--- src/hdl/kwu_ram.sv ---
`timescale 1ns / 1ps
// ============================================================================
// kwu_ram
// Generic RAM with one write port and two registered read ports.
// ============================================================================
module kwu_ram #(
    parameter int WIDTH = 8,
    parameter int DEPTH = 16,
    localparam int ADDR_W = (DEPTH > 1) ? $clog2(DEPTH) : 1
) (
    input  logic              aclk,
    input  logic              wr_en,
    input  logic [ADDR_W-1:0] wr_addr,
    input  logic [WIDTH-1:0]  wr_data,
    input  logic              rd_a_en,
    input  logic [ADDR_W-1:0] rd_a_addr,
    output logic [WIDTH-1:0]  rd_a_data,
    input  logic              rd_b_en,
    input  logic [ADDR_W-1:0] rd_b_addr,
    output logic [WIDTH-1:0]  rd_b_data
);

    logic [WIDTH-1:0] mem [DEPTH];

    // Write port.
    always_ff @(posedge aclk) begin
        if (wr_en) begin
            mem[wr_addr] <= wr_data;
        end
    end

    // Read ports; the data holds until the next read on that port.
    always_ff @(posedge aclk) begin
        if (rd_a_en) begin
            rd_a_data <= mem[rd_a_addr];
        end
        if (rd_b_en) begin
            rd_b_data <= mem[rd_b_addr];
        end
    end

endmodule

--- config.mk ---
export PLATFORM = sky130hd
export DESIGN_NAME = kwu_ram
export DESIGN_NICKNAME = d
export VERILOG_FILES = /design/src/hdl/kwu_ram.sv
export SDC_FILE = /design/constraint.sdc
export NUM_CORES = 1
export LEC_CHECK = 0
export ABC_AREA = 1
export BUFFER_PORTS_ARGS = -buffer_cell sky130_fd_sc_hd__buf_4
export CORE_MARGIN = 3
export CORE_UTILIZATION = 65
export CTS_CLUSTER_DIAMETER = 120
export DETAILED_ROUTE_END_ITERATION = 10
export PLACE_DENSITY = 0.84
export SLEW_MARGIN = 20
export SYNTH_ARGS = -nofsm -noshare
export SYNTH_HDL_FRONTEND = slang
export SYNTH_SLANG_ARGS = --single-unit
export TNS_END_PERCENT = 50
--- constraint.sdc ---
create_clock -name aclk -period 1.75 [get_ports aclk]
set_input_delay 0.0875 -clock aclk [delete_from_list [all_inputs] [get_ports aclk]]
set_output_delay 0.0875 -clock aclk [all_outputs]
set_load 0.03 [all_outputs]
Word level (Yosys, flattened, before mapping)
Memory sizes are Yosys's and may differ from the RTL's. A register that Yosys moved wholly into a read port is not among the register bits.
Cells that the tools add are included.
{"block": "word_totals", "wordCells": 3, "ramBits": 128, "reg_bits": 0, "mem_count": 1}
{"name": "mem", "depth": 16, "width": 8, "rd": 2, "rd_clocked_by_memory_dff": 2, "wr": 1, "line": "23", "rtl": "logic [WIDTH-1:0] mem [DEPTH];"}
{"block": "op_classes", "n_mux": 2}
{"cell": "$mux 1", "n": 2}

Logic depth before layout (Yosys ltp)
Gate-level depths: netlist of run 1.
{"block": "depth", "depth_word": 2, "depth_mapped": 7, "ltp_nobuf": 6}

Least setup slack after synthesis of run 1
Ideal clock, no wire load.
{"block": "synth_path", "kind": "input to register", "start": "input wr_addr[2]", "end": "memory mem[10][0] (enable)", "cell_stages": 2, "arrival_ps": 668, "path_buffers": 0, "setup_slack_ps": 712, "path_cell_list": "nand3b_1 -> nor2_1"}
{"element": "from (decl)", "line": "13", "rtl": "input logic [ADDR_W-1:0] wr_addr,"}
{"element": "to (decl)", "line": "23"}
Straight into the memory's write port.

==> results of run 1 <==
-- area by class of cell --
cell class,instances,share of cell area (%)
flip-flops and latches,144,51.0
repair buffers,73,7.29
multi-input cells,521,26.5
inverters,138,6.11
well taps,140,2.07
clock buffers,18,5.06
clock inverters,14,2.02
-- registers in the layout, summed over array words and instances, names as in the netlist --
register / flops
rd_a_data: 8
mem: 128
rd_b_data: 8
-- cells in the mapped netlist --
| master | count |
|---|---|
| nand2_1 | 277 |
| nand3_1 | 225 |
| edfxtp_1 | 144 |
| inv_1 | 134 |
| buf_2 | 26 |
| nor2_1 | 17 |
| buf_6 | 14 |
| buf_4 | 4 |
| inv_2 | 4 |
| clkbuf_1 | 3 |
| nand3b_1 | 2 |
| buf_1 | 1 |
-- routing by layer --
| metal | routed length (microns) | share of wire [%] | GRT usage (%) | vias to the layer above |
|---|---|---|---|---|
| met2 | 9600 | 44 | 53.0 | 530 |
| met1 | 8340 | 38 | 49.4 | 2908 |
| met3 | 3020 | 14 | 10.4 | 78 |
| li1 | - | - | - | 2847 |
| met5 | 0 | 0 | 0 | - |
| met4 | 912 | 4.2 | 17.4 | 0 |
-- through the flow --
stage / setup WS, ns / util, % / hold slack, ns / cell area (sq um) / power (mW)
floorplan: 0.712 / - / 0.186 / 7420 / 4.54
global placement: 0.329 / 71.5 / 0.400 / 7850 / 4.87
detailed placement: 0.312 / 71.5 / 0.409 / 7850 / 4.88
CTS: 0.529 / 77.2 / 0.00470 / 8480 / 8.53
global route: 0.433 / 77.2 / 0.0223 / 8480 / 8.79
finish: 0.468 / 77.2 / 0.0196 / 8480 / 8.53
-- power by group through the flow --
stage | clock network [mW] | logic, mW | registers [mW]
after floorplan | 0 | 0.485 | 4.06
after global placement | 0 | 0.863 | 4.00
after detailed placement | 0 | 0.880 | 4.01
after CTS | 3.70 | 0.894 | 3.93
after global routing | 3.86 | 0.983 | 3.94
final | 3.68 | 0.915 | 3.94
-- worst max-delay path by stage --
stage / from / endpoint / slack, ns / cells past startpoint
global route: mem[15][3]$_DFFE_PP_ / rd_a_data[3]$_DFFE_PP_ / 0.43 / 6
CTS: mem[4][7]$_DFFE_PP_ / rd_a_data[7]$_DFFE_PP_ / 0.53 / 6
global placement: rd_b_addr[0] / rd_b_data[5]$_DFFE_PP_ / 0.33 / 8
floorplan: wr_addr[2] / mem[10][0]$_DFFE_PP_ / 0.71 / 2
finish: mem[4][7]$_DFFE_PP_ / rd_a_data[7]$_DFFE_PP_ / 0.47 / 6
detailed placement: rd_b_addr[0] / rd_b_data[5]$_DFFE_PP_ / 0.31 / 8
-- kinds of logic after synthesis --
logic type             share of synthesized area (%)
AND/OR/NAND/NOR                                 30.3
buffers and inverters                           11.5
flip-flops                                      58.3
==> impl_metrics.env, run 1 <==
export IMPL_rsz0062_at_grt="no"
export IMPL_start_util_pct=67.6
export IMPL_clock_root_buffer="clkbuf_16"
export IMPL_grt_pass1_wl_microns=34000
export IMPL_cts_reportedPaths_clkPinSlew_ns=0.06
export IMPL_required_ns=1.92
export IMPL_synth_cell_types=12
export IMPL_cts_setup_buffers=0
export IMPL_r2r_slack_ns=0.47
export IMPL_synth_top_area_share_pct=58.3
export IMPL_slew_violations=0
export IMPL_seqPwrFrac_pct=46.1
export IMPL_seq_area_sq_mm=0.00432
export IMPL_reg2reg_depth=6
export IMPL_postRouteAntennaNets=0
export IMPL_place_inst=1013
export IMPL_mostFrequentLayoutCell="nand2_1"
export IMPL_yosysSeqAreaShare_pct=58.3
export IMPL_p_leak_nw=3.83
export IMPL_p_int_mw=6.53
export IMPL_fp_coreArea_sq_mm=0.0110
export IMPL_max_stage_delay_ns=0.38
export IMPL_clockBufferDepth=2
export IMPL_fin_crit_sh_pct=73.3
export IMPL_antennaDiodeCount=0
export IMPL_die_w_microns=113
export IMPL_min_path_type="primary input to flop"
export IMPL_crit_fanout=2
export IMPL_gp_congestion=0.911
export IMPL_firstDrtPassIters=9
export IMPL_via_per_inst=6.07
export IMPL_crit_type="flop to flop"
export IMPL_netlist_top_cells_area="edfxtp_1 (58%), nand3_1 (15%), nand2_1 (14%)"
export IMPL_drtIter0Drc=969
export IMPL_clkPwrFrac_pct=43.1
export IMPL_insertion_delay_ns=0.42
export IMPL_slowest_stage="edfxtp_1"
export IMPL_postSynthAreaPerCell_sq_um=8.72
export IMPL_final_nets=919
export IMPL_layout_common_cells="nand2_1 (277), nand3_1 (225), edfxtp_1 (144), inv_1 (134), buf_4 (65)"
export IMPL_finalSetupViolCount=0
export IMPL_peakVddDrop_mv=0.780
export IMPL_relSlewSlack_pct=69.3
export IMPL_grt_max_degree=65
export IMPL_yosys_area_top_type="edfxtp_1"
export IMPL_synth_warnings=0
export IMPL_rr_endpoint="rd_a_data[7]$_DFFE_PP_"
export IMPL_power_switching_mw=1.99
export IMPL_path_cells="inv_1 -> nand2_1 -> nand3_1 -> nand3_1 -> nand3_1 -> nand2_1"
export IMPL_wl_microns=21900
export IMPL_die_area_sq_mm=0.0127
export IMPL_status="finished, final reports clean"
export IMPL_synth_seq_cells=144
export IMPL_cts_sinks=144
export IMPL_cpMostUsedCell="nand3_1"
export IMPL_r2r_start="mem[4][7]$_DFFE_PP_"
export IMPL_cts_resized=0
export IMPL_pwr_share_comb_pct=10.7
export IMPL_swShare_pct=23.4
export IMPL_cp_num_buf_inv=1
export IMPL_multi_input_area_sq_mm=0.00224
export IMPL_fp_row_count=38
export IMPL_holdPathStages=1
export IMPL_clock_skew_ns=0.00368
export IMPL_final_cells=1048
export IMPL_synthCells=851
export IMPL_port_buffers=39
export IMPL_overflow=0
export IMPL_grt_pass1_vias=6158
export IMPL_drcViolationCount=0
export IMPL_max_freq_mhz=780
export IMPL_cp_start_kind="flop"
export IMPL_antenna_found_initial=0
export IMPL_hpwl_microns=13700
export IMPL_area_growth_pct=14.3
export IMPL_grt_usage_pct=35.9
export IMPL_min_period_ns=1.28
export IMPL_final_layout_size_suffix_gt1_share_pct=11.0
export IMPL_vias=6363
export IMPL_p_per_area_mw_per_mm2=1010
export IMPL_worst_setup_path_end_kind="flop"
export IMPL_syn_num_nets=875
export IMPL_crit_family="simple AND/OR/NAND/NOR gates"
export IMPL_tightest_slew_ns=0.460
export IMPL_tns_ns=0
export IMPL_critPathArrivalTime_ns=1.45
export IMPL_ctsHoldBuffers=3
export IMPL_fp_dieH_microns=113
export IMPL_hold_viol=0
export IMPL_htreeDepth=4
export IMPL_syn_cell_area_sq_mm=0.00742
export IMPL_fillers=789
export IMPL_cap_violations=0
export IMPL_tritoncts="done"
export IMPL_io_pins=40
export IMPL_hold_start="wr_data[7]"
export IMPL_routedWlPerCell_microns=20.9
export IMPL_hold_path_endpoint="mem[10][7]$_DFFE_PP_"
export IMPL_cts_made_buffers=17
(Power assumes the default switching activity.)
==> run 2: changes to the inputs <==
--- a/config.mk
+++ b/config.mk
@@ -5,13 +5,13 @@
 export SDC_FILE = /design/constraint.sdc
 export NUM_CORES = 1
 export LEC_CHECK = 0
-export ABC_AREA = 1
+export ABC_AREA = 0
 export BUFFER_PORTS_ARGS = -buffer_cell sky130_fd_sc_hd__buf_4
 export CORE_MARGIN = 3
-export CORE_UTILIZATION = 65
+export CORE_UTILIZATION = 55
 export CTS_CLUSTER_DIAMETER = 120
 export DETAILED_ROUTE_END_ITERATION = 10
-export PLACE_DENSITY = 0.84
+export PLACE_DENSITY = 0.76
 export SLEW_MARGIN = 20
 export SYNTH_ARGS = -nofsm -noshare
 export SYNTH_HDL_FRONTEND = slang
==> constraint.sdc (replaced) <==
create_clock -name aclk -period 1.05 [get_ports aclk]
set_input_delay 0.0525 -clock aclk [delete_from_list [all_inputs] [get_ports aclk]]
set_output_delay 0.0525 -clock aclk [all_outputs]
set_load 0.03 [all_outputs]
==> run 2 against run 1 <==
The run now ends with negative setup slack left. Non-clock buffer count is 15 higher. Largest cell class unchanged. Die area up 3.4%. First-iteration DRC count down 52%. Clock-buffer cell count is 1 higher. Largest power group is now clock. Critical path depth fell by 3. Worst hold slack gained 0.12 ns. Synthesized cell count shrank 64%.
==> impl_metrics.env, run 2 <==
export IMPL_cts_made_buffers=17
export IMPL_crit_fanout=2
export IMPL_reg2reg_depth=3
export IMPL_max_stage_delay_ns=0.63
export IMPL_netlist_top_cells_area="edfxtp_1 (66%), mux4_2 (12%), mux4_1 (11%)"
export IMPL_rsz0062_at_grt="yes"
export IMPL_hold_viol=0
export IMPL_grt_busiest_layer="met2"
export IMPL_grt_pass1_wl_microns=23100
export IMPL_required_ns=1.21
export IMPL_vias=3647
export IMPL_synth_xor_area_share_pct=0
export IMPL_crit_family="multiplexers"
export IMPL_synth_edf_count=144
export IMPL_async_reset_ff_share_pct=0
export IMPL_hpwl_microns=9810
export IMPL_port_buffers=39
export IMPL_top_register="mem"
export IMPL_cap_violations=0
export IMPL_layout_common_cells="edfxtp_1 (144), mux4_2 (60), buf_4 (59), a22oi_2 (17), clkbuf_16 (17)"
export IMPL_fillers=668
export IMPL_grt_usage_pct=25.2
export IMPL_tightest_slew_ns=1.06
export IMPL_clockBufferDepth=2
export IMPL_routedWlPerCell_microns=28.3
export IMPL_finalSetupViolCount=19
export IMPL_postSynthAreaPerCell_sq_um=21.2
export IMPL_peakVddDrop_mv=0.959
export IMPL_p_leak_nw=2.72
export IMPL_p_total_mw=14.6
export IMPL_detailedPlace_worstSlack_ns=-0.627
export IMPL_cp_num_buf_inv=0
export IMPL_met2_usage_pct=41.8
export IMPL_final_layout_size_suffix_gt1_share_pct=46.8
export IMPL_crit_end="rd_b_data[7]$_DFFE_PP_"
export IMPL_die_area_sq_mm=0.0132
export IMPL_place_inst=508
export IMPL_wl_microns=15500
export IMPL_status="finished with violations"
export IMPL_synth_compound_gate_area_share_pct=3.69
export IMPL_synth_top_area_share_pct=66.5
export IMPL_yosysSeqAreaShare_pct=66.5
export IMPL_grt_pass1_vias=3819
export IMPL_postRouteAntennaNets=0
export IMPL_p_per_area_mw_per_mm2=1810
export IMPL_use_met1_pct=32.2
export IMPL_worst_setup_path_end_kind="flop"
export IMPL_cts_reportedPaths_clkPinSlew_ns=0.06
export IMPL_crit_type="flop to flop"
export IMPL_synth_cell_types=19
export IMPL_final_cells=549
export IMPL_antenna_found_initial=0
export IMPL_syn_cell_area_sq_mm=0.00651
export IMPL_grt_met3_usage_pct=6.32
export IMPL_setup_worst_path_start="mem[3][7]$_DFFE_PP_"
export IMPL_top_regs="mem (128), rd_a_data (8), rd_b_data (8)"
export IMPL_cts_setup_buffers=0
export IMPL_grt_max_degree=20
export IMPL_clock_skew_ns=0.00858
export IMPL_synth_warnings=0
export IMPL_violations="negative setup slack"
export IMPL_fp_row_count=39
export IMPL_cts_sinks=144
export IMPL_fp_coreArea_sq_mm=0.0115
export IMPL_firstDrtPassIters=5
export IMPL_syn_num_nets=331
export IMPL_synthCells=307
export IMPL_gp_congestion=0.805
export IMPL_synth_seq_cells=144
export IMPL_overflow=0
export IMPL_htreeDepth=4
export IMPL_antennaDiodeCount=0
export IMPL_critPathArrivalTime_ns=1.70
export IMPL_insertion_delay_ns=0.41
export IMPL_clock_root_buffer="clkbuf_16"
export IMPL_path_depth=3
export IMPL_fp_dieH_microns=115
export IMPL_setup_ws_ns=-0.485
export IMPL_min_period_ns=1.53
export IMPL_io_pins=40
export IMPL_slowest_stage="mux4_4"
export IMPL_synth_top_family_by_area="multiplexers"
export IMPL_max_freq_mhz=652
export IMPL_path_cells="mux4_4 -> a22oi_2 -> nand2_1"
export IMPL_relSlewSlack_pct=29.5
export IMPL_drtIter0Drc=461
export IMPL_cp_start_kind="flop"
export IMPL_start_util_pct=56.7
export IMPL_mostFrequentLayoutCell="edfxtp_1"
export IMPL_hold_start="wr_addr[0]"
export IMPL_final_nets=418
export IMPL_slew_violations=0
export IMPL_drcViolationCount=0
export IMPL_synthFlopType="edfxtp_1"
export IMPL_tritoncts="done"
export IMPL_tns_ns=-6.86
export IMPL_largest_reg_flops=128
export IMPL_area_growth_pct=23.7
export IMPL_die_w_microns=115
export IMPL_via_per_inst=6.64
export IMPL_r2r_slack_ns=-0.48
export IMPL_r2r_start="mem[3][7]$_DFFE_PP_"
export IMPL_synthSimpleGateAreaFrac_pct=3.35
export IMPL_yosys_area_top_type="edfxtp_1"
export IMPL_rr_endpoint="rd_b_data[7]$_DFFE_PP_"
export IMPL_ys_top_cells_by_count="edfxtp_1 (144), mux4_2 (34), a22oi_1 (32), mux4_1 (28), nand2_1 (17)"
export IMPL_synth_mux_area_share_pct=23.8
export IMPL_synthAdderAreaFrac_pct=0
export IMPL_synth_most_common_cell="edfxtp_1"
export IMPL_fin_crit_sh_pct=146
export IMPL_min_path_type="primary input to flop"
==> run 2: cell types whose count changed in the layout (fill, tap and decap cells not counted), moves of 5 or more <==
cell | before | now
mux4_2 | 0 | 60
a22oi_1 | 0 | 15
dlygate4sd3_1 | 3 | 10
nand3_1 | 225 | 1
nand2_1 | 277 | 14
a22oi_2 | 0 | 17
buf_6 | 0 | 7
inv_1 | 134 | 0
buf_4 | 65 | 59
nor2_1 | 17 | 12
buf_12 | 5 | 12
==> run 2: area by class of cell <==
class,count,area [sq um],area share [%]
clock buffer,19,433,5.38
tap,143,179,2.22
timing repair buffer,88,862,10.7
sequential,144,4320,53.7
multi-input combinational,143,2030,25.3
clock inverter,12,215,2.67
==> run 2: report_power, final <==
part	leakage, nW	switching, mW	internal (mW)
clock network	0.306	2.22	4.42
logic	1.10	0.690	0.640
registers	1.32	0.0765	6.51
==> run 2: worst register-to-register path: cells and delay by family, from the launching register on <==
family | cells | cell delay, ns
multiplexers | 1 | 0.63
AO/OA/AOI/OAI | 1 | 0.18
AND/OR/NAND/NOR | 1 | 0.06
flip-flops | 1 | 0.42
==> run 2: logic make-up (layout without fill, tap and decap cells) <==
group,after synthesis,in the layout
AO/OA/AOI/OAI,32,32
buffers and inverters,20,119
flip-flops,144,144
AND/OR/NAND/NOR,47,47
multiplexers,64,64
==> run 2: routing by layer <==
metal  wire, microns  vias up
met4             494        0
li1                -     1505
met2            8140      219
met1            5460     1885
met5               0        -
met3            1420       38
==> run 2: worst min-delay path by stage <==
stage | to | depth (start not counted)
finish | mem[0][6]$_DFFE_PP_ | 3
global route | mem[0][6]$_DFFE_PP_ | 3
CTS | mem[0][2]$_DFFE_PP_ | 3
detailed placement | mem[3][0]$_DFFE_PP_ | 1
global placement | mem[4][3]$_DFFE_PP_ | 1
floorplan | mem[0][0]$_DFFE_PP_ | 0
==> run 2: through the flow <==
step / hold WS, ns / utilization [%] / instance area [sq um]
floorplan: 0.151 / - / 6470
global placement: 0.360 / 62.7 / 7190
detailed placement: 0.367 / 62.7 / 7190
CTS: 0.127 / 70.0 / 8030
global route: 0.127 / 70.2 / 8050
finish: 0.135 / 70.2 / 8050
==> run 2: repair_timing <==
action | CTS | global route
resized for setup | 23 | 6
hold endpoints to repair | 144 | 0
hold buffers | 10 | 0
pin swaps | 2 | 4
endpoints found under the setup margin | 22 | 23
==> run 3: changes to the inputs <==
--- a/config.mk
+++ b/config.mk
@@ -10,8 +10,10 @@
 export CORE_MARGIN = 3
 export CORE_UTILIZATION = 55
 export CTS_CLUSTER_DIAMETER = 120
+export CTS_CLUSTER_SIZE = 28
 export DETAILED_ROUTE_END_ITERATION = 10
 export PLACE_DENSITY = 0.76
+export RECOVER_POWER = 25
 export SLEW_MARGIN = 20
 export SYNTH_ARGS = -nofsm -noshare
 export SYNTH_HDL_FRONTEND = slang
==> run 3 against run 2 <==
The run still ends with negative setup slack left. Routed wire length about the same. Critical path depth did not move. Via count shrank 0.33%. Non-clock buffer count stayed put. Clock power barely moved. Core utilization decreased by 0.20 points. Sequential share of layout area increased by 0.15 points. Critical path type unchanged.
==> impl_metrics.env, run 3 (synthesis gave the netlist of run 2 again) <==
export IMPL_grt_usage_pct=25.2
export IMPL_clkPwrFrac_pct=45.6
export IMPL_final_nets=418
export IMPL_drtIter0Drc=437
export IMPL_final_cells=549
export IMPL_final_layout_size_suffix_gt1_share_pct=46.3
export IMPL_crit_type="flop to flop"
export IMPL_htreeDepth=4
export IMPL_min_path_type="primary input to flop"
export IMPL_die_w_microns=115
export IMPL_required_ns=1.21
export IMPL_antenna_found_initial=0
export IMPL_clock_skew_ns=0.00782
export IMPL_vias=3635
export IMPL_overflow=0
export IMPL_port_buffers=39
export IMPL_seqPwrFrac_pct=45.3
export IMPL_fillers=672
export IMPL_peakVddDrop_mv=0.951
export IMPL_slew_violations=0
export IMPL_area_growth_pct=23.3
export IMPL_cts_reportedPaths_clkPinSlew_ns=0.06
export IMPL_firstDrtPassIters=5
export IMPL_fp_dieH_microns=115
export IMPL_violations="negative setup slack"
export IMPL_p_int_mw=11.6
export IMPL_start_util_pct=56.7
export IMPL_p_leak_nw=2.71
export IMPL_crit_fanout=2
export IMPL_place_inst=508
export IMPL_hold_viol=0
export IMPL_rsz0062_at_grt="yes"
export IMPL_layout_common_cells="edfxtp_1 (144), mux4_2 (60), buf_4 (51), a22oi_2 (17), clkbuf_16 (17)"
export IMPL_clock_root_buffer="clkbuf_16"
export IMPL_fin_crit_sh_pct=146
export IMPL_multi_input_area_sq_mm=0.00203
export IMPL_min_period_ns=1.54
export IMPL_grt_pass1_vias=3819
export IMPL_seq_area_sq_mm=0.00432
export IMPL_tritoncts="done"
export IMPL_cts_setup_buffers=0
export IMPL_antennaDiodeCount=0
export IMPL_grt_pass1_wl_microns=23100
export IMPL_cap_violations=0
export IMPL_largest_reg_flops=128
export IMPL_top_register="mem"
export IMPL_gp_congestion=0.805
export IMPL_mostFrequentLayoutCell="edfxtp_1"
export IMPL_pwr_share_comb_pct=9.1
export IMPL_relSlewSlack_pct=29.0
export IMPL_io_pins=40
export IMPL_cts_made_buffers=17
export IMPL_postRouteAntennaNets=0
export IMPL_fp_coreArea_sq_mm=0.0115
export IMPL_p_per_area_mw_per_mm2=1810
export IMPL_finalSetupViolCount=19
export IMPL_tightest_slew_ns=1.06
export IMPL_grt_max_degree=20
export IMPL_wl_microns=15500
export IMPL_status="finished with violations"
export IMPL_power_switching_mw=2.97
export IMPL_drcViolationCount=0
export IMPL_die_area_sq_mm=0.0132
export IMPL_cts_sinks=144
export IMPL_insertion_delay_ns=0.41
export IMPL_hold_ws_ns=0.134
export IMPL_fp_row_count=39
export IMPL_via_per_inst=6.62
export IMPL_cp_start_kind="flop"
export IMPL_p_total_mw=14.5
export IMPL_hpwl_microns=9810
export IMPL_routedWlPerCell_microns=28.3
export IMPL_swShare_pct=20.4
export IMPL_max_freq_mhz=651
export IMPL_setup_ws_ns=-0.486
export IMPL_top_regs="mem (128), rd_a_data (8), rd_b_data (8)"
export IMPL_worst_setup_path_end_kind="flop"
export IMPL_clockBufferDepth=2
export IMPL_critPathArrivalTime_ns=1.70
[run 3: metal layers]
layer  vias to the layer above  global-route usage (%)  wire length [microns]
met2                       233                    41.8                   8100
met3                        40                    6.32                   1500
met1                      1857                    32.2                   5430
met4                         0                    10.4                    486
li1                       1505                       -                      -
met5                         -                       0                      0
[run 3: final timing paths]
| kind | from | slack (ns) | to | depth (start not counted) |
|---|---|---|---|---|
| worst min register to register | mem[12][4]$_DFFE_PP_ | 0.79 | rd_b_data[4]$_DFFE_PP_ | 3 |
| worst min-delay path | wr_addr[0] | 0.13 | mem[0][6]$_DFFE_PP_ | 3 |
| worst max register to register | mem[3][7]$_DFFE_PP_ | -0.49 | rd_b_data[7]$_DFFE_PP_ | 3 |
| worst max-delay path | mem[3][7]$_DFFE_PP_ | -0.49 | rd_b_data[7]$_DFFE_PP_ | 3 |
[run 3: critical path: stages, from the launching register on]
cell and delay [ns]:
edfxtp_1 0.42, mux4_4 0.63, a22oi_2 0.18, nand2_1 0.06
[run 3: timing repair]
item	4_1_cts	5_1_grt
pin swaps	2	4
endpoints found under the setup margin	22	23
resized for setup	23	6
hold buffers	10	0
endpoints found under the hold margin	144	0
[run 3: area by class of cell]
type,instances,share of cell area (%)
clock buffers,19,5.40
clock inverters,12,2.68
multi-input cells,143,25.3
flip-flops and latches,144,53.9
well taps,143,2.23
repair buffers,88,10.5
[run 3: power by group through the flow]
stage	Combinational (mW)	Sequential, mW	Clock [mW]
final	1.32	6.59	6.62
after global routing	1.39	6.60	6.93
after CTS	1.32	6.59	6.66
after detailed placement	1.22	6.70	0
after global placement	1.19	6.69	0
after floorplan	0.618	6.78	0
[run 3: through the flow]
stage / setup slack (ns) / util (%) / area [sq um] / setup TNS (ns)
final: -0.486 / 70.0 / 8020 / -6.80
after global routing: -0.507 / 70.0 / 8020 / -7.38
after CTS: -0.486 / 70.0 / 8030 / -6.93
after detailed placement: -0.627 / 62.7 / 7190 / -24.63
after global placement: -0.598 / 62.7 / 7190 / -21.95
after floorplan: -0.373 / - / 6470 / -10.82
