<file path="src/hdl/kwu_pkg.sv">
`timescale 1ns / 1ps
// ============================================================================
// kwu_pkg
// Shared widths, reset values and types of the k-th word unranker.
// ============================================================================
package kwu_pkg;

    // Field widths of the request and of the cap register.
    localparam int CNT_W  = 6;
    localparam int RANK_W = 30;
    localparam int CAP_W  = 30;
    localparam int LEN_W  = CNT_W + 1;

    // Reset value of the saturation cap.
    localparam logic [CAP_W-1:0] CAP_RESET = 30'd1000000000;

    // Default longest word and default depth of the request queue.
    localparam int MAX_LEN_DEFAULT     = 64;
    localparam int QUEUE_DEPTH_DEFAULT = 2;

    // A classified request as it travels from the front end to the back end.
    typedef struct packed {
        logic [CNT_W-1:0]  count_a;
        logic [CNT_W-1:0]  count_z;
        logic [RANK_W-1:0] rank;
        logic              err;
    } kwu_req_t;

    // Back-end sequencer states.
    typedef enum logic [1:0] {
        BK_IDLE,
        BK_RUN,
        BK_ERR
    } kwu_back_state_t;

endpackage

</file>
<file path="src/hdl/kwu_front.sv">
`timescale 1ns / 1ps
// ============================================================================
// kwu_front
// Accepts requests, reads the word count for the request's lengths and
// marks requests that cannot be served before they enter the queue.
// ============================================================================
module kwu_front #(
    parameter int MAX_LEN = kwu_pkg::MAX_LEN_DEFAULT,
    localparam int DEPTH  = (MAX_LEN + 1) * (MAX_LEN + 1),
    localparam int ADDR_W = $clog2(DEPTH)
) (
    input  logic                         aclk,
    input  logic                         aresetn,
    input  logic                         build_done,
    input  logic                         s_valid,
    output logic                         s_ready,
    input  logic [kwu_pkg::CNT_W-1:0]    s_count_a,
    input  logic [kwu_pkg::CNT_W-1:0]    s_count_z,
    input  logic [kwu_pkg::RANK_W-1:0]   s_rank,
    output logic                         ram_rd_en,
    output logic [ADDR_W-1:0]            ram_rd_addr,
    input  logic [2*kwu_pkg::CAP_W-1:0]  ram_rd_data,
    output logic                         push_valid,
    input  logic                         push_ready,
    output kwu_pkg::kwu_req_t            push_req
);
    import kwu_pkg::*;

    localparam logic [LEN_W-1:0] MAX_LEN_L = LEN_W'(MAX_LEN);

    logic              hold_valid_reg, hold_valid_next;
    logic [CNT_W-1:0]  hold_a_reg;
    logic [CNT_W-1:0]  hold_z_reg;
    logic [RANK_W-1:0] hold_rank_reg;

    logic              accept;
    logic [LEN_W-1:0]  len_in;
    logic [LEN_W-1:0]  hold_len;

    // Take a request when the table is ready and the holding stage frees up.
    assign s_ready = build_done && (!hold_valid_reg || push_ready);
    assign accept  = s_valid && s_ready;

    // Look up T[len][count_z] as the request comes in.
    always_comb begin
        len_in    = {1'b0, s_count_a} + {1'b0, s_count_z};
        ram_rd_en = accept;
        if (len_in <= MAX_LEN_L) begin
            ram_rd_addr = ADDR_W'(int'(len_in) * (MAX_LEN + 1) + int'(s_count_z));
        end else begin
            ram_rd_addr = '0;
        end
    end

    // Classify the held request against the count read from the table.
    always_comb begin
        hold_len         = {1'b0, hold_a_reg} + {1'b0, hold_z_reg};
        push_valid       = hold_valid_reg;
        push_req.count_a = hold_a_reg;
        push_req.count_z = hold_z_reg;
        push_req.rank    = hold_rank_reg;
        push_req.err     = (hold_len == '0) || (hold_len > MAX_LEN_L) ||
                           (hold_rank_reg == '0) ||
                           (hold_rank_reg > ram_rd_data[CAP_W-1:0]);
    end

    always_comb begin
        hold_valid_next = hold_valid_reg;
        if (accept) begin
            hold_valid_next = 1'b1;
        end else if (push_ready) begin
            hold_valid_next = 1'b0;
        end
    end

    always_ff @(posedge aclk) begin
        if (!aresetn) begin
            hold_valid_reg <= 1'b0;
        end else begin
            hold_valid_reg <= hold_valid_next;
        end
    end

    always_ff @(posedge aclk) begin
        if (accept) begin
            hold_a_reg    <= s_count_a;
            hold_z_reg    <= s_count_z;
            hold_rank_reg <= s_rank;
        end
    end

endmodule

</file>
<file path="config.mk">
export PLATFORM = sky130hd
export DESIGN_NAME = kwu_front
export DESIGN_NICKNAME = d
export VERILOG_FILES = /design/src/hdl/kwu_pkg.sv /design/src/hdl/kwu_front.sv
export SDC_FILE = /design/constraint.sdc
export NUM_CORES = 1
export LEC_CHECK = 0
export ABC_AREA = 1
export BUFFER_PORTS_ARGS = -buffer_cell sky130_fd_sc_hd__buf_2
export CAP_MARGIN = 20
export CORE_MARGIN = 2
export CORE_UTILIZATION = 47
export CTS_CLUSTER_DIAMETER = 150
export DETAILED_ROUTE_END_ITERATION = 16
export PLACE_DENSITY_LB_ADDON = 0.1
export SLEW_MARGIN = 30
export SYNTH_ARGS = -nofsm -noshare
export SYNTH_HDL_FRONTEND = slang
export SYNTH_SLANG_ARGS = --single-unit
export TNS_END_PERCENT = 100
</file>
<file path="constraint.sdc">
create_clock -name aclk -period 5.25 [get_ports aclk]
set_input_delay 0 -clock aclk [delete_from_list [all_inputs] [get_ports aclk]]
set_output_delay 0 -clock aclk [all_outputs]
set_load 0.1 [all_outputs]
</file>
---- After elaboration in Yosys (flattened, before gate mapping) ----
Index checks and enable logic that the tools add are counted.
storage, ports and cells
  flip-flop bits (word level) ............. 43
  input bits .............................. 107
  output and inout bits ................... 59
  logic and storage cells ................. 24
operators by class
  $add $sub $neg .......................... 3
  multipliers ............................. 1
  $lt $le $gt $ge ......................... 3
  mux-type cells .......................... 3
  reduce and logical (&&, ||, !) cells .... 10
operator list
  kind                                                    number
  > comparator 30 bit                                     1
  zero test 30 bit                                        1
  adder 6 x 6 -> 7 bit                                    2
  adder 13 x 6 -> 13 bit                                  1
  multiplier 7 x 7 -> 13 bit (second input constant)      1
  two-way mux 13 bit                                      1
  > comparator 7 bit (second input constant)              1
  less-or-equal comparator 7 bit (second input constant)  1
  zero test 7 bit                                         1
  logical OR 1 bit                                        4
  logical AND 1 bit                                       2
  two-way mux 1 bit                                       2
  nonzero test 2 bit                                      1
  zero test 1 bit                                         1

---- Longest topological paths before layout ----
Gate-level depths: netlist (run 1).
  depth after elaboration ................. 5
  mapped depth ............................ 21
  gate-level depth less buffers ........... 21

---- Least setup slack after synthesis (run 1) ----
OpenSTA, ideal clock, no wires.
  path type ............................... register to register
  start ................................... reg hold_valid_reg, in the netlist push_valid
  end ..................................... reg hold_a_reg[0], enable pin
  data arrival time ....................... 6.074 ns
  data required time ...................... 4.645 ns
  slack ................................... -1.428 ns
  cell stages (with the launch flop) ...... 4
  buffers on the path ..................... 0
  period minus slack after synthesis ...... 6.678 ns
  cells stage by stage .................... dfxtp_1 -> inv_1 -> nor2_1 -> nor3b_1
between the ends
  cells in the longest elaborated chain, start to end .. 4
ends and longest elaborated chain
  item                    RTL line         text
  start, declared         kwu_front.sv:31  logic hold_valid_reg, hold_valid_next;
  start signal, assigned  kwu_front.sv:80  hold_valid_reg <= hold_valid_next;
  zero test 1 bit         kwu_front.sv:41  assign s_ready = build_done && (!hold_valid_reg || push_ready);
  logical OR 1 bit        kwu_front.sv:41
  logical AND 1 bit       kwu_front.sv:41
  logical AND 1 bit       kwu_front.sv:42  assign accept = s_valid && s_ready;
  via ram_rd_en           kwu_front.sv:20  output logic ram_rd_en,
  end signal, assigned    kwu_front.sv:86  hold_a_reg <= s_count_a;
  end, declared           kwu_front.sv:32  logic [CNT_W-1:0] hold_a_reg;
The timed path passes the listed nets, and every way through them passes these cells.
A chain may end at the register's enable or synchronous reset.

---- Worst setup path in the final report (run 1) ----
  start ................................... in s_count_z[0] (netlist name)
  end ..................................... out ram_rd_addr[12]
between the ends
  cells in the longest elaborated chain, start to end .. 4
  elaborated cells between the ends (all ways) .. 5
  those cells by class .................... 2 x add/sub; 1 x mul; 1 x order compare; 1 x mux
ends and longest elaborated chain
  item                        RTL line         text
  start, declared             kwu_front.sv:18  input logic [kwu_pkg::CNT_W-1:0] s_count_z,
  adder 6 x 6 -> 7 bit        kwu_front.sv:46  len_in = {1'b0, s_count_a} + {1'b0, s_count_z};
  multiplier 7 x 7 -> 13 bit  kwu_front.sv:49  ram_rd_addr = ADDR_W'(int'(len_in) * (MAX_LEN + 1) + int'(s_count_z));
  adder 13 x 6 -> 13 bit      kwu_front.sv:49
  two-way mux 13 bit (*)      kwu_front.sv:48  if (len_in <= MAX_LEN_L) begin
  end, declared               kwu_front.sv:21  output logic [ADDR_W-1:0] ram_rd_addr,
Mark *: on every way between the ends. The rest lies on a longest branch, timed or not.

==> qor.txt, run 1 <==
Status -> completed
I/O Pins -> 166
Final max-slew violation count -> 0
All-Layer GR Usage -> 21.1%
Clock power share -> 16.7%
Port bufs -> 135
Final period demand of the worst path -> 4.16 ns
Final worst-path cycle share -> 79.3%
Diodes inserted -> 0
Psw -> 0.672 mW
Routability Congestion -> 0.841
Initial antenna violation count -> 0
DR DRC count -> 0
CTS max path bufs -> 2
Syn_nets -> 574
Leakage power -> 2.58 nW
Max reg flops -> 30
Synth Flop Type -> edfxtp_1
Largest net degree at the start of global routing -> 45
CTS Root Cell -> clkbuf_8
Syn avg cell area -> 8.70 µm²
Routed vias -> 3227
Via density -> 4.70
1st-pass router iterations -> 6
Ys async rst share -> 0%
Hold Vio Cnt, Final -> 0
Core Region -> 0.00721 mm²
Post-CTS sizing -> 0
Yosys cell types -> 31
Final HPWL DP -> 6370 µm
Final wirelength -> 8150 µm
Sequential share of power -> 29.4%
Initial Util -> 48.3%
Worst Path Max Fanout -> 4
CP Capture Type -> output port
Die X-Extent -> 90.1 µm
Num CTS Buffers -> 5
#FFs+latches synth -> 43
Least-Margin Pin Slew -> 0.712 ns
Max-cap violations -> 0
Hold Path Class -> in2reg
Cell Rows -> 31
Area growth, synth to finish -> 38.4%
Int Power -> 0.705 mW
Cell taking the most area after synthesis -> edfxtp_1
Post-synthesis sequential area ratio -> 36.7%
Hold Worst Slack -> 0.111 ns
Critical Path Start Type -> primary input
TritonCTS clock tree -> built
RSZ-0062 raised after global routing -> false
Layout cells sized above 1 -> 28.4%
Finish-stage setup viols -> 0
Antenna viol nets, final -> 0
Final setup margin -> 1.09 ns
Worst EP required -> 5.25 ns
Max Clock Freq -> 240 MHz
CTS clk-pin slew, worst paths -> 0.08 ns
Fill count -> 624
Top cell type's share of synthesized area -> 36.2%
Grt total ovfl -> 0
Cell Pwr Density -> 285 mW/mm²
Crit path DAT -> 4.16 ns
DRT iter0 DRCs -> 99
Setup TNS -> 0 ns
Vias in the first global route -> 3310
Die Ht -> 90.1 µm
Logic gate share of total power -> 53.9%
CP Class -> in2out
CTS Sinks -> 43
Synth cell count leaders -> 84 x nand2_1, 80 x inv_1, 63 x ha_1, 42 x edfxtp_1
Reg-to-reg slack, setup -> 3.79 ns
Slew HR -> 52.5%
Post-Synthesis Cells -> 401
Ranking of synthesized cells by area -> edfxtp_1 36%, ha_1 23%, nand2_1 9.0%
Worst-skew pair later-pin latency -> 0.29 ns
Wire per inst -> 11.9 µm
Reg2reg path depth -> 4
Post-Syn Area -> 0.00349 mm²
Peak supply drop -> 0.316 mV
DIE AREA -> 0.00812 mm²
Clock Skews -> 0.00611 ns
Hold Crit Depth -> 4
CTS H-tree depth -> 2
Switching share of power -> 48.8%
Nets@finish -> 759
Yosys Warn Count -> 0
Post-synth EDFFs -> 42
Most common cell in the netlist -> nand2_1
Dpl ws -> 1.60 ns
First-pass GRT wire length -> 14200 µm
## routing by layer
metal | global-route usage, % | share of wire, %
met5 | 0 | 0
met4 | 7.95 | 3.0
met3 | 2.93 | 4.2
met2 | 41.4 | 53
met1 | 22.5 | 40
## placed cells by master, fill, tap and decap left out, drive strengths merged
cell,netlist,final
nand3,24,24
xor2,5,5
edfxtp,42,42
clkbuf,0,8
ha,63,63
a21o,4,4
o21a,1,1
nor2,35,35
or2,3,3
buf,1,136
fa,3,3
o21bai,1,1
xnor2,4,4
nor4,3,3
nand2,87,87
dfxtp,1,1
dlygate4sd3,0,43
a21oi,24,24
and2,1,1
o21ai,5,5
nand3b,2,2
nand4,5,5
nor3b,1,1
inv,80,80
nor3,6,6
## critical path: stages
cell	delay, ns
dlygate4sd3_1	0.51
buf_2	0.13
ha_1	0.21
inv_1	0.07
fa_1	0.41
xnor2_1	0.39
ha_1	0.32
ha_1	0.28
ha_1	0.16
inv_1	0.05
fa_1	0.39
nor2_1	0.16
nand3_1	0.11
nand3_1	0.12
a21o_1	0.16
nand3_1	0.08
o21ai_0	0.14
buf_2	0.44
## cells by family (layout without fill, tap and decap cells)
| group | after synthesis | count (layout) | synth area share (%) |
|---|---|---|---|
| buffers and inverters | 81 | 267 | 8.93 |
| AOI/OAI and AO/OA | 35 | 35 | 5.56 |
| and+or+nand+nor | 167 | 167 | 22.0 |
| DFF | 43 | 43 | 36.7 |
| xor gates and xnor gates | 9 | 9 | 2.48 |
| adders and majority gates | 66 | 66 | 24.3 |
## power by group through the flow
| stage | clock network, mW | registers (mW) | logic (mW) |
|---|---|---|---|
| finish | 0.229 | 0.405 | 0.742 |
| global route | 0.245 | 0.407 | 0.804 |
| CTS | 0.238 | 0.405 | 0.745 |
| global placement | 0 | 0.412 | 0.709 |
| detailed placement | 0 | 0.413 | 0.716 |
| floorplan | 0 | 0.514 | 0.495 |
## worst paths after layout
path / start / end
max reg2reg: push_valid / hold_z_reg[5]
max: s_count_z[0] / ram_rd_addr[12]
min: push_ready / push_valid
min reg2reg: push_valid / push_valid
## final cells by class
cell class / count / area (µm²) / area share, %
flip-flops and latches: 43 / 1280 / 26.6
well taps: 99 / 124 / 2.57
multi-input cells: 277 / 1910 / 39.5
clock buffers: 8 / 100 / 2.07
repair buffers: 179 / 1110 / 23.1
inverters: 80 / 300 / 6.22
## stage by stage
| stage | power [mW] | util, % | instances | cell area (µm²) |
|---|---|---|---|---|
| 3_3_place_gp | 1.12 | 59.5 | 635 | 4290 |
| 2_1_floorplan | 1.01 | - | 401 | 3490 |
| 5_1_grt | 1.46 | 66.9 | 686 | 4820 |
| 6_report | 1.38 | 66.9 | 686 | 4820 |
| 3_5_place_dp | 1.13 | 59.5 | 635 | 4290 |
| 4_1_cts | 1.39 | 66.9 | 686 | 4820 |
## timing repair
action | CTS | global route
hold endpoints to repair | 43 | 0
setup endpoints to repair | 0 | 0
hold buffers | 43 | 0
buffers inserted | 0 | 0
No activity file was read; power rests on OpenSTA's default activity.
==> inputs of run 2 (changes only) <==
- clock period: 5.25 -> 4.05 ns (I/O delays scaled with it)
==> run 2 against run 1 <==
Effect of this change:
- critical path type unchanged
- utilization rose by 1.4 points
- clock-buffer cell count fell by 2
- largest power group unchanged
- sequential cell count did not move
- largest cell class unchanged
- hold slack got worse by 0.024 ns
- critical path depth did not move
- total power rose by 35%
- cell area rose by 2.1%
- cell count rose by 0.29%
==> qor.txt, run 2 (synthesis gave the netlist of run 1 again) <==
Max-cap violations -> 0
Grt total ovfl -> 0
CTS max path bufs -> 2
Most used routing layer -> met2
Worst hold start -> push_ready
Area after DPL -> 0.00429 mm²
Final Util -> 68.3%
Crit-path cells -> dlygate4sd3_1, buf_2, ha_2, a21oi_2, nand2_2, xnor2_4, inv_1, ha_1, ha_1, inv_1, fa_1, nor2_2, nand3_1, nand3_1, a21o_1, nand3_1, o21ai_1, clkbuf_4
Buf+Inv Stages, Crit Path -> 5
Finish-stage setup viols -> 0
Hold Vio Cnt, Final -> 0
Diodes inserted -> 0
CTS Sinks -> 43
Antenna viol nets, final -> 0
Max reg flops -> 30
Cell Pwr Density -> 377 mW/mm²
Final std cells w/o fill -> 688
Nets@finish -> 761
CP Class -> in2out
Final worst-path cycle share -> 92.2%
Clock Skews -> 0.00841 ns
CP max stage cell -> dlygate4sd3_1
Max Clock Freq -> 268 MHz
Reg2reg path depth -> 4
CP Capture Type -> output port
Final period demand of the worst path -> 3.74 ns
Final Instance Area -> 0.00493 mm²
Met2 usage -> 40.8%
Dpl ws -> 0.500 ns
Routed vias -> 3184
I/O Pins -> 166
Hold Crit Depth -> 4
TritonCTS clock tree -> built
Worst Path Max Fanout -> 5
DRT iter0 DRCs -> 64
CTS clk-pin slew, worst paths -> 0.08 ns
Worst R2R Start -> push_valid
All-Layer GR Usage -> 20.4%
Met1 Resource Use GR -> 21.3%
Leakage power -> 2.60 nW
Worst EP required -> 4.05 ns
Critical Path Start Type -> primary input
Initial antenna violation count -> 0
Die Ht -> 90.1 µm
Vias in the first global route -> 3195
Most frequent cells in the layout -> 133 x buf_2, 83 x nand2_1, 80 x inv_1, 59 x ha_1, 43 x dlygate4sd3_1
Setup TNS -> 0 ns
Routability Congestion -> 0.834
Final HPWL DP -> 6350 µm
Final wirelength -> 8030 µm
Worst-skew pair later-pin latency -> 0.29 ns
First-pass GRT wire length -> 13500 µm
Die X-Extent -> 90.1 µm
Layout cells sized above 1 -> 30.2%
Most common cell after layout, fill and taps aside -> buf_2
Post-placement cell count -> 635
Initial Util -> 48.3%
Port bufs -> 135
Final setup margin -> 0.314 ns
Wire per inst -> 11.7 µm
WHS Endpoint -> push_valid
Area growth, synth to finish -> 41.3%
Core Region -> 0.00721 mm²
Via density -> 4.63
Slew HR -> 51.7%
Crit-path leading delay family -> adder cells
Largest net degree at the start of global routing -> 24
Num CTS Buffers -> 5
CTS Root Cell -> clkbuf_8
1st-pass router iterations -> 4
GR Util met3 -> 3.10%
Peak supply drop -> 0.439 mV
Worst path max stage delay -> 0.54 ns
Hold Path Class -> in2reg
FF-to-FF End -> hold_rank_reg[6]
CTS H-tree depth -> 2
Least-Margin Pin Slew -> 0.723 ns
Final max-slew violation count -> 0
DIE AREA -> 0.00812 mm²
Status -> completed
Most common cell on crit path -> nand3_1
DR DRC count -> 0
Cell Rows -> 31
Crit path DAT -> 3.74 ns
Reg-to-reg slack, setup -> 2.50 ns
[run 2: cell types whose count changed in the layout (fill, tap and decap cells not counted), sizes merged]
| cell | previous run | this run |
|---|---|---|
| clkinv | 0 | 1 |
| buf | 136 | 137 |
| clkbuf | 8 | 7 |
| bufinv | 0 | 1 |
[run 2: where the power goes]
| group | leakage (nW) | internal, mW | switching, mW |
|---|---|---|---|
| combinational | 2.14 | 0.272 | 0.728 |
| sequential | 0.401 | 0.512 | 0.0128 |
| clock | 0.0612 | 0.199 | 0.135 |
[run 2: worst register-to-register path: cells and delay by family, from the launching register on]
family / cells / cell delay (ns)
buffers and inverters: 2 / 0.43
flip-flops: 1 / 0.32
AND/OR/NAND/NOR: 2 / 0.47
[run 2: final cells by class]
type	count	area, µm²
Clock buffer	6	82.6
Fill cell	633	2290
Timing Repair Buffer	181	1140
Sequential cell	43	1280
Tap cell	99	124
Clock inverter	2	35.0
Multi-Input combinational cell	277	1960
Inverter	80	300
[run 2: worst max path at each step]
| stage | start | slack [ns] | to | cells after the start |
|---|---|---|---|---|
| 5_1_grt | s_count_a[1] | -0.006 | ram_rd_addr[10] | 23 |
| 3_3_place_gp | s_count_z[0] | 0.52 | ram_rd_addr[10] | 19 |
| 4_1_cts | s_count_a[2] | 0.03 | ram_rd_addr[10] | 20 |
| 2_1_floorplan | s_count_a[0] | 0.18 | ram_rd_addr[12] | 15 |
| 3_5_place_dp | s_count_z[0] | 0.50 | ram_rd_addr[10] | 19 |
| 6_report | s_count_a[2] | 0.31 | ram_rd_addr[12] | 18 |
[run 2: repair_timing]
item	4_1_cts	5_1_grt
buffers inserted	0	1
resized for setup	0	13
hold buffers	43	0
endpoints found under the hold margin	43	0
setup endpoints to repair	0	5
[run 2: layer usage]
layer / up-vias / share of wire (%)
met1: 1406 / 39
met4: 0 / 2.6
met2: 73 / 55
met3: 14 / 3.4
met5: - / 0
li1: 1691 / -
[run 2: per-stage QoR]
step                power (mW)  hold slack, ns
floorplan                 1.31          0.0989
global placement          1.45           0.177
detailed placement        1.46           0.179
CTS                       1.83          0.0761
global route              1.96           0.147
finish                    1.86          0.0864
==> inputs of run 3 (changes only) <==
- clock period: 4.05 -> 3.6 ns (I/O delays scaled with it)
==> run 3 against run 2 <==
Effect of this change:
- hold slack improved by 0.015 ns
- cell area is 0.74% higher
- critical path type unchanged
- clock power decreased by 13%
- highest routed layer unchanged
- sequential cell count stayed put
- critical endpoint is now ram_rd_addr[10]
==> qor.txt, run 3 (synthesis gave the netlist of run 1 again) <==
TritonCTS clock tree -> built
Final period demand of the worst path -> 3.41 ns
Antenna viol nets, final -> 0
Setup TNS -> 0 ns
Max reg flops -> 30
Pwr Total -> 2.07 mW
CP Capture Type -> output port
DRT iter0 DRCs -> 87
Cell Rows -> 31
Peak supply drop -> 0.409 mV
DIE AREA -> 0.00812 mm²
Grt total ovfl -> 0
I/O Pins -> 166
Nets@finish -> 761
Worst path max stage delay -> 0.53 ns
CTS Root Cell -> clkbuf_8
Crit path DAT -> 3.41 ns
CTS Sinks -> 43
Die X-Extent -> 90.1 µm
Largest net degree at the start of global routing -> 44
FF-to-FF End -> hold_z_reg[3]
Final HPWL DP -> 6400 µm
RSZ-0062 raised after global routing -> false
Diodes inserted -> 0
Status -> completed
Final worst-path cycle share -> 94.6%
Most frequent cells in the layout -> 128 x buf_2, 84 x nand2_1, 80 x inv_1, 61 x ha_1, 43 x dlygate4sd3_1
Max-cap violations -> 0
Critical Path Start Type -> primary input
Final wirelength -> 8140 µm
Port bufs -> 135
First-pass GRT wire length -> 13800 µm
Hold Path Class -> in2reg
Worst-skew pair later-pin latency -> 0.29 ns
Vias in the first global route -> 3280
Finish-stage setup viols -> 0
Routability Congestion -> 0.807
Core Region -> 0.00721 mm²
Setup crit end -> ram_rd_addr[10]
Cell Pwr Density -> 416 mW/mm²
CP max stage cell -> dlygate4sd3_1
CP Launch Point -> s_count_z[4]
Layout cells sized above 1 -> 29.7%
Worst R2R Start -> push_valid
Crit-path cells -> dlygate4sd3_1, buf_2, ha_4, nand2_1, inv_1, nand4_1, nand3_2, nand2_2, nand2_2, ha_1, ha_1, ha_4, nand2_1, nand2_1, nand2_1, nand3_1, a21o_1, nand2_1, nand2_1, nand2_1, nor2_2, buf_12
Crit-path leading delay family -> adder cells
CTS H-tree depth -> 2
CTS max path bufs -> 2
All-Layer GR Usage -> 20.4%
Clock Skews -> 0.00537 ns
1st-pass router iterations -> 6
Wire per inst -> 11.8 µm
Area growth, synth to finish -> 42.3%
Worst path depth -> 22
Initial Util -> 48.3%
Max Clock Freq -> 294 MHz
Via density -> 4.74
DR DRC count -> 0
Initial antenna violation count -> 0
CP Class -> in2out
Reg2reg path depth -> 4
Most common cell after layout, fill and taps aside -> buf_2
Num CTS Buffers -> 5
Most common cell on crit path -> nand2_1
Routed vias -> 3262
Slew HR -> 51.7%
Final max-slew violation count -> 0
Worst Path Max Fanout -> 6
Die Ht -> 90.1 µm
Leakage power -> 2.61 nW
Buf+Inv Stages, Crit Path -> 4
Hold Vio Cnt, Final -> 0
Reg-to-reg slack, setup -> 2.12 ns
Fill count -> 601
CTS clk-pin slew, worst paths -> 0.08 ns
Least-Margin Pin Slew -> 0.724 ns
Worst EP required -> 3.60 ns
-- run 3: changes by cell type in the layout (fill, tap and decap cells not counted), sizes merged --
cell / change
clkbuf: -2
clkinv: +2
buf: +1
bufinv: -1
-- run 3: stage by stage --
step | std cells | worst slack, ns | util (%) | area, µm² | hold slack, ns
global placement | 636 | 0.335 | 61.2 | 4410 | 0.177
detailed placement | 636 | 0.303 | 61.2 | 4410 | 0.178
global route | 688 | 0.0195 | 68.8 | 4960 | 0.141
CTS | 687 | 0.0601 | 68.3 | 4930 | 0.0860
floorplan | 401 | 0.235 | - | 3500 | 0.0989
finish | 688 | 0.195 | 68.8 | 4960 | 0.102
-- run 3: layer usage --
metal / track usage [%] / vias up / wire, µm
met1: 21.6 / 1459 / 3250
met3: 3.69 / 20 / 353
met5: 0 / - / 0
li1: - / 1693 / -
met4: 8.08 / 0 / 235
met2: 39.3 / 90 / 4300
-- run 3: report_power, final --
group / leakage [nW] / internal [mW] / switching, mW
sequential: 0.401 / 0.576 / 0.0140
combinational: 2.17 / 0.360 / 0.827
clock: 0.0477 / 0.133 / 0.157
-- run 3: final cells by class --
class                      count  area [µm²]  area share, %
sequential                    43        1280           25.8
clock buffer                   5        68.8           1.39
multi-input combinational    277        1940           39.1
clock inverter                 3        15.0          0.302
tap                           99         124           2.50
inverter                      80         300           6.05
timing repair buffer         181        1230           24.9
-- run 3: tightest hold or removal path, delay by kind of cell --
family                 cells  cell delay, ns
AOI/OAI and AO/OA          1            0.16
buffers and inverters      2            0.12
and+or+nand+nor            1            0.07
-- run 3: repair_timing --
item | CTS | global route
resized for setup | 0 | 4
hold buffers | 43 | 0
endpoints found under the setup margin | 0 | 3
setup buffers | 0 | 1
hold endpoints to repair | 43 | 0
-- run 3: worst min path at each step --
stage,from,end,slack (ns),depth (start not counted)
after floorplan,s_count_a[0],hold_a_reg[0],0.1,0
after global placement,s_rank[18],hold_rank_reg[18],0.18,1
after detailed placement,s_rank[20],hold_rank_reg[20],0.18,1
after CTS,push_ready,push_valid,0.09,4
after global routing,push_ready,push_valid,0.14,4
final,push_ready,push_valid,0.10,4
